### config.mk
export PLATFORM = sky130hd
export DESIGN_NAME = pse_div
export DESIGN_NICKNAME = d
export VERILOG_FILES = /design/src/pse_pkg.sv /design/src/pse_div.sv
export SDC_FILE = /design/constraint.sdc
export NUM_CORES = 1
export LEC_CHECK = 0
export ABC_AREA = 1
export BUFFER_PORTS_ARGS = -buffer_cell sky130_fd_sc_hd__buf_2
export CAP_MARGIN = 20
export CELL_PAD_IN_SITES_DETAIL_PLACEMENT = 1
export CELL_PAD_IN_SITES_GLOBAL_PLACEMENT = 1
export CORE_ASPECT_RATIO = 2
export CORE_UTILIZATION = 43
export CTS_CLUSTER_DIAMETER = 30
export DETAILED_ROUTE_END_ITERATION = 6
export PLACE_DENSITY_LB_ADDON = 0.1
export SETUP_SLACK_MARGIN = 0.4
export SYNTH_ARGS = -nofsm -noshare
export SYNTH_HDL_FRONTEND = slang
export SYNTH_SLANG_ARGS = --single-unit
### constraint.sdc
create_clock -name i_clk -period 4.1 [get_ports i_clk]
set_input_delay 0.82 -clock i_clk [delete_from_list [all_inputs] [get_ports i_clk]]
set_output_delay 0.82 -clock i_clk [all_outputs]
set_load 0.005 [all_outputs]
### src/pse_pkg.sv
// Types, constants and codes of the Pauli shadow expectation accumulator
package pse_pkg;

    localparam int MAX_QUBITS   = 32;
    localparam int TABLE_DEPTH  = 256;
    localparam int COUNT_BITS   = 24;
    localparam int NUM_CELLS    = 16;
    localparam int CELL_DEPTH   = TABLE_DEPTH / NUM_CELLS;
    localparam int CELL_W       = $clog2(NUM_CELLS);
    localparam int SLOT_W       = $clog2(CELL_DEPTH);
    localparam int INDEX_W      = CELL_W + SLOT_W;
    localparam int PAULI_W      = 2 * MAX_QUBITS;
    localparam int QCOUNT_W     = 6;
    localparam int OCOUNT_W     = 9;
    localparam int SUM_W        = COUNT_BITS + 1;
    localparam int QUOT_W       = 17;
    localparam int EXP_W        = 18;
    localparam int CFG_IDX_W    = 1;
    localparam int CFG_DATA_W   = 9;

    localparam logic [COUNT_BITS-1:0] COUNT_MAX   = {COUNT_BITS{1'b1}};
    localparam logic [SLOT_W-1:0]     SLOT_LAST   = SLOT_W'(CELL_DEPTH - 1);
    localparam logic [QCOUNT_W-1:0]   QCOUNT_RST  = QCOUNT_W'(MAX_QUBITS);
    localparam logic [OCOUNT_W-1:0]   OCOUNT_FULL = OCOUNT_W'(TABLE_DEPTH);

    // Pauli codes
    localparam logic [1:0] PAULI_I = 2'd0;
    localparam logic [1:0] PAULI_X = 2'd1;
    localparam logic [1:0] PAULI_Y = 2'd2;
    localparam logic [1:0] PAULI_Z = 2'd3;

    typedef enum logic [1:0] {
        MODE_LOAD = 2'd0,
        MODE_SNAP = 2'd1,
        MODE_READ = 2'd2
    } t_mode;

    typedef enum logic [CFG_IDX_W-1:0] {
        CFG_QUBIT_COUNT = 1'b0,
        CFG_OBS_COUNT   = 1'b1
    } t_cfg_idx;

    typedef enum logic [2:0] {
        ST_IDLE,
        ST_SNAP,
        ST_DRAIN,
        ST_RD_ADDR,
        ST_RD_DATA,
        ST_DIV,
        ST_FIN
    } t_state;

    // Snapshot token walking down the cell chain
    typedef struct packed {
        logic                  valid;
        logic [SLOT_W-1:0]     slot;
        logic [PAULI_W-1:0]    bases;
        logic [MAX_QUBITS-1:0] signs;
        logic [MAX_QUBITS-1:0] qmask;
    } t_tok;

    // One table entry as stored in a cell
    typedef struct packed {
        logic [PAULI_W-1:0]       pauli;
        logic [COUNT_BITS-1:0]    count;
        logic signed [SUM_W-1:0]  sum;
    } t_entry;

    // Entry load request to one cell
    typedef struct packed {
        logic               en;
        logic [SLOT_W-1:0]  slot;
        logic [PAULI_W-1:0] pauli;
    } t_wr;

    // Readout request broadcast to all cells
    typedef struct packed {
        logic              en;
        logic [SLOT_W-1:0] slot;
    } t_rd;

endpackage

### src/pse_div.sv
// Restoring divider for the expectation: quotient of (a * 65536) / d, one bit per cycle
module pse_div (
    input  logic                           i_clk,
    input  logic                           i_rst_n,
    input  logic                           i_start,
    input  logic [pse_pkg::COUNT_BITS-1:0] i_dividend,
    input  logic [pse_pkg::COUNT_BITS-1:0] i_divisor,
    output logic                           o_done,
    output logic [pse_pkg::QUOT_W-1:0]     o_quot
);
    import pse_pkg::*;

    localparam int STEP_W = $clog2(QUOT_W);

    logic                  r_busy;
    logic                  r_done;
    logic [STEP_W-1:0]     r_step;
    logic [COUNT_BITS-1:0] r_rem;
    logic [COUNT_BITS-1:0] r_div;
    logic [QUOT_W-1:0]     r_bits;
    logic [QUOT_W-1:0]     r_quot;
    logic [COUNT_BITS:0]   w_trial;
    logic [COUNT_BITS:0]   w_diff;
    logic                  w_ge;

    // the quotient stays below 2^17 because |a| <= d, so the upper dividend
    // bits form the starting remainder and only 17 bits need stepping
    assign w_trial = {r_rem, r_bits[QUOT_W-1]};
    assign w_diff  = w_trial - {1'b0, r_div};
    assign w_ge    = w_trial >= {1'b0, r_div};

    always_ff @(posedge i_clk) begin
        if (!i_rst_n) begin
            r_busy <= 1'b0;
            r_done <= 1'b0;
        end else begin
            r_done <= r_busy && (r_step == '0);
            if (i_start) begin
                r_busy <= 1'b1;
            end else if (r_busy && (r_step == '0)) begin
                r_busy <= 1'b0;
            end
        end
        if (i_start) begin
            r_step <= STEP_W'(QUOT_W - 1);
            r_rem  <= {1'b0, i_dividend[COUNT_BITS-1:1]};
            r_bits <= {i_dividend[0], {(QUOT_W-1){1'b0}}};
            r_div  <= i_divisor;
            r_quot <= '0;
        end else if (r_busy) begin
            r_step <= r_step - STEP_W'(1);
            r_rem  <= w_ge ? w_diff[COUNT_BITS-1:0] : w_trial[COUNT_BITS-1:0];
            r_bits <= {r_bits[QUOT_W-2:0], 1'b0};
            r_quot <= {r_quot[QUOT_W-2:0], w_ge};
        end
    end

    assign o_done = r_done;
    assign o_quot = r_quot;
endmodule

# Word-level counts from Yosys, hierarchy flattened
# Index checks and enable logic that the tools add are counted.
dict set report word_totals {
  ff_bits 73
  inputBits 51
  out_inout_bits 18
  wordCells 22
}
dict set report op_classes {
  reduce_logical 4
  magnitude_cmp 1
  add_sub_neg 2
  muxes 7
}
# cell n
set op_table {}
lappend op_table {{$mux 23} 2}
lappend op_table {{$mux 17} 2}
lappend op_table {{$ge 25x24->1} 1}
lappend op_table {{$mux 24} 1}
lappend op_table {{$sub 24x24->24} 1}
lappend op_table {{$logic_not 5->1} 1}
lappend op_table {{$sub 5x1->5 const B} 1}
lappend op_table {{$reduce_bool 2->1} 2}
lappend op_table {{$mux 1} 2}
lappend op_table {{$logic_and 1x1->1} 1}

# Depth between registers and ports, before layout
dict set report depth {
  ltp_word 4
  mapped_depth 15
  mapped_depth_nobuf 15
}

# Worst setup path after synthesis
# No wires, ideal clock.
dict set report synth_path {
  path_type {input to register}
  start {in i_start}
  end {reg r_bits[16], enable pin}
  required_time_ns 3.702
  setup_slack_ns 1.818
  arrival_ns 1.884
  path_buffers 1
  setup_time_ns 0.398
  cell_stages 3
  path_cell_list {nor2_1 clkinv_1 clkbuf_1}
}
dict set report synth_via {
  elab_chain_len 1
}
# element line
set synth_rtl {}
lappend synth_rtl {{start: declaration} pse_div.sv:5} ;# input logic i_start,
lappend synth_rtl {{$reduce_bool 2->1 (no line)} n/a}
lappend synth_rtl {{end signal: assignment} pse_div.sv:47} ;# r_bits <= {i_dividend[0], {(QUOT_W-1){1'b0}}};
lappend synth_rtl {{end signal: assignment} pse_div.sv:53} ;# r_bits <= {r_bits[QUOT_W-2:0], 1'b0};
lappend synth_rtl {{end: declaration} pse_div.sv:20} ;# logic [QUOT_W-1:0] r_bits;
# Every way passes these cells.
# A chain may end at the register's enable or synchronous reset.

# Final worst setup path
dict set report layout_path {
  start {reg r_rem[6]}
  end {reg r_rem[20] (data pin)}
}
dict set report layout_via {
  elab_chain_len 4
  elab_cells_between_ends 5
  classes_between {add/sub: 1; order compare: 1; mux: 3}
}
# element line
set layout_rtl {}
lappend layout_rtl {{start: declaration} pse_div.sv:18} ;# logic [COUNT_BITS-1:0] r_rem;
lappend layout_rtl {{start signal: assignment} pse_div.sv:46} ;# r_rem <= {1'b0, i_dividend[COUNT_BITS-1:1]};
lappend layout_rtl {{start signal: assignment} pse_div.sv:52} ;# r_rem <= w_ge ? w_diff[COUNT_BITS-1:0] : w_trial[COUNT_BITS-1:0];
lappend layout_rtl {{$sub 24x24->24 / $ge 25x24->1 (equally long branches)} {pse_div.sv:29, pse_div.sv:30}}
lappend layout_rtl {{$mux 24 (*)} pse_div.sv:52}
lappend layout_rtl {{$mux 23 (*)} pse_div.sv:50} ;# end else if (r_busy) begin
lappend layout_rtl {{$mux 23 (*)} pse_div.sv:44} ;# if (i_start) begin
# Every way passes the cells marked *; elsewhere a longest branch is shown, timed or not. The select of a mux whose other input is x is not followed.

==> metrics <==
DIE WIDTH 77.3 um; Leak Pwr 0.00305 uW; layout cells sized above 1 12.8%; Overflow after GRT 0; syn_area_per_cell 6.99 um2; IO buf count 68; peak supply drop 0.291 mV; Critical Path Source Type flip-flop; Die Y 153 um; Clk Latency, worst-skew pair 0.34 ns; IO Pins 69; Fin Clk Skew 0.0102 ns; met2 usage 52.7%; Seq cells post-synth 73; setup slack after layout 1.35 ns; Synth Instances 697; H-Tree Level Count 3; post-synthesis cell type count 33; initial antenna violation count 0; max-cap violations 0; Wirelength per Cell 16.2 um; relative slew slack 37.8%; TritonCTS Buffers 9; grt met1 use 24.8%; NumNets Final 843; final setup fails 0; CTS max path bufs 2; CTS Sinks 73; hold buffers post-CTS 0; P&R area growth vs syn 15.7%; post-synthesis cell area 4870 um2; DR DRC count 0; Max Slew Vio Count 0; Ys Warns 0; Final Hold Viols 0; Async S/R FF share, synth 0%; CTS Root Cell clkbuf_16; total track usage 26.3%; Clock transition at path regs 0.07 ns; largest net degree at the start of global routing 31; most common cell after layout, fill and taps aside nand2_1; crit path kind flip-flop to flip-flop; first-pass GRT wire length 23800 um; setup TNS 0 ns; DRT Pass-1 Iters 4; antenna fix cells 0; measured slew at the worst slew-check pin 0.931 ns; setup bufs post-CTS 0; post-synthesis net count 774; RSZ-0062 raised after global routing false; status completed; initial core utilization 44.5%; DP Wirelength 11300 um; 1st-iter DRT viols 130; Crit. End Element flip-flop; vias in the first global route 4931; post-route ant nets 0; row count 54; most used flip-flop cell after synthesis edfxtp_1; Power Density 525 nW/um2; Post-Route WL 14700 um; most frequent cells in the layout 251 x nand2_1, 159 x inv_1, 68 x buf_2, 48 x edfxtp_1, 45 x nand3_1; CTS tree done; fmax 0.364 GHz; EDFF count, synth 48; Most Used Layer, Global Route met2; Final min period 2.75 ns; pre-CTS setup slack 1.37 ns; Resized cells post-CTS 0; die area 11800 um2; Core Region 10900 um2; sequential share of the synthesized area 39.8%; Placer Congestion 0.901; largest fanout on the critical path 25; GR Layer Usage met3 3.47%; type of the worst min-delay path flip-flop to flip-flop; detail-routed via count per cell 5.04; crit path DAT 2.84 ns; Tcrit/Tclk final 67.1%; Vias 4594; CP required 4.19 ns
==> critical path, cell delays in order (launching register included) <==
cell and delay, ns:
edfxtp_1 0.40, ha_1 0.38, nand2_1 0.13, nor2_2 0.25
nand3_1 0.13, nand3_2 0.15, nand2_2 0.31, nand3_4 0.44
nand2_1 0.11, nand3_1 0.10, nand2_1 0.07
==> kinds of logic after synthesis <==
family / Yosys count / share of synthesized area, %
buf+inv: 179 / 14.2
flops: 73 / 39.8
fa+ha+maj: 26 / 6.83
simple gates: 371 / 32.7
xor+xnor: 9 / 1.62
compound gates: 39 / 4.78
==> layout make-up <==
type | count | area, um2
fillers | 1495 | 5310
multi-input cells | 445 | 2240
flip-flops and latches | 73 | 1940
inverters | 164 | 616
repair buffers | 73 | 378
clock buffers | 10 | 229
well taps | 140 | 175
clock inverters | 6 | 63.8
==> Yosys cell counts, drive strengths merged (4+ instances only) <==
master / n / area share [%]
dfxtp: 25 / 10
xnor2: 7 / 1.3
nand4: 29 / 3.7
buf: 10 / 1.2
inv: 161 / 12
edfxtp: 48 / 30
nand3b: 6 / 0.92
nor3: 4 / 0.51
nor2: 30 / 2.4
clkbuf: 5 / 0.39
nand3: 48 / 5.4
a21oi: 15 / 1.8
o22ai: 16 / 2.1
o21ai: 5 / 0.51
nand2: 252 / 19
ha: 25 / 6.4
==> stage by stage <==
stage	instances	instance area [um2]	hold slack, ns	utilization [%]	power, uW
finish	911	5640	0.470	51.5	2960
CTS	911	5640	0.481	51.5	2990
floorplan	697	4870	0.426	-	1830
detailed placement	895	5350	0.464	48.9	2160
global placement	895	5350	0.432	48.9	2130
global route	911	5640	0.508	51.5	3180
==> sequential cells by signal, indices dropped and copies added (netlist names) <==
signal	flops
o_quot	17
r_busy	1
r_step	5
r_rem	24
r_div	24
r_bits	1
o_done	1
==> layer usage <==
metal | vias up | part of all wire (%)
met5 | - | 0
met4 | 0 | 4.2
met3 | 38 | 2.3
met2 | 88 | 57
met1 | 2158 | 36
li1 | 2310 | -
==> worst paths after layout <==
kind	slack, ns	to	cells past startpoint	start
max	1.35	r_rem[20]$_DFFE_PP_	10	r_rem[6]$_DFFE_PP_
min	0.47	o_quot[16]$_SDFFE_PP0P_	2	o_quot[16]$_SDFFE_PP0P_
max reg2reg	1.35	r_rem[20]$_DFFE_PP_	10	r_rem[6]$_DFFE_PP_
min reg2reg	0.47	o_quot[16]$_SDFFE_PP0P_	2	o_quot[16]$_SDFFE_PP0P_
==> where the power goes <==
part / leakage (uW) / switching [uW] / internal (uW)
sequential: 0.000682 / 50.5 / 898
combinational: 0.00222 / 799 / 404
clock: 0.000148 / 335 / 475
(Power assumes the default switching activity.)
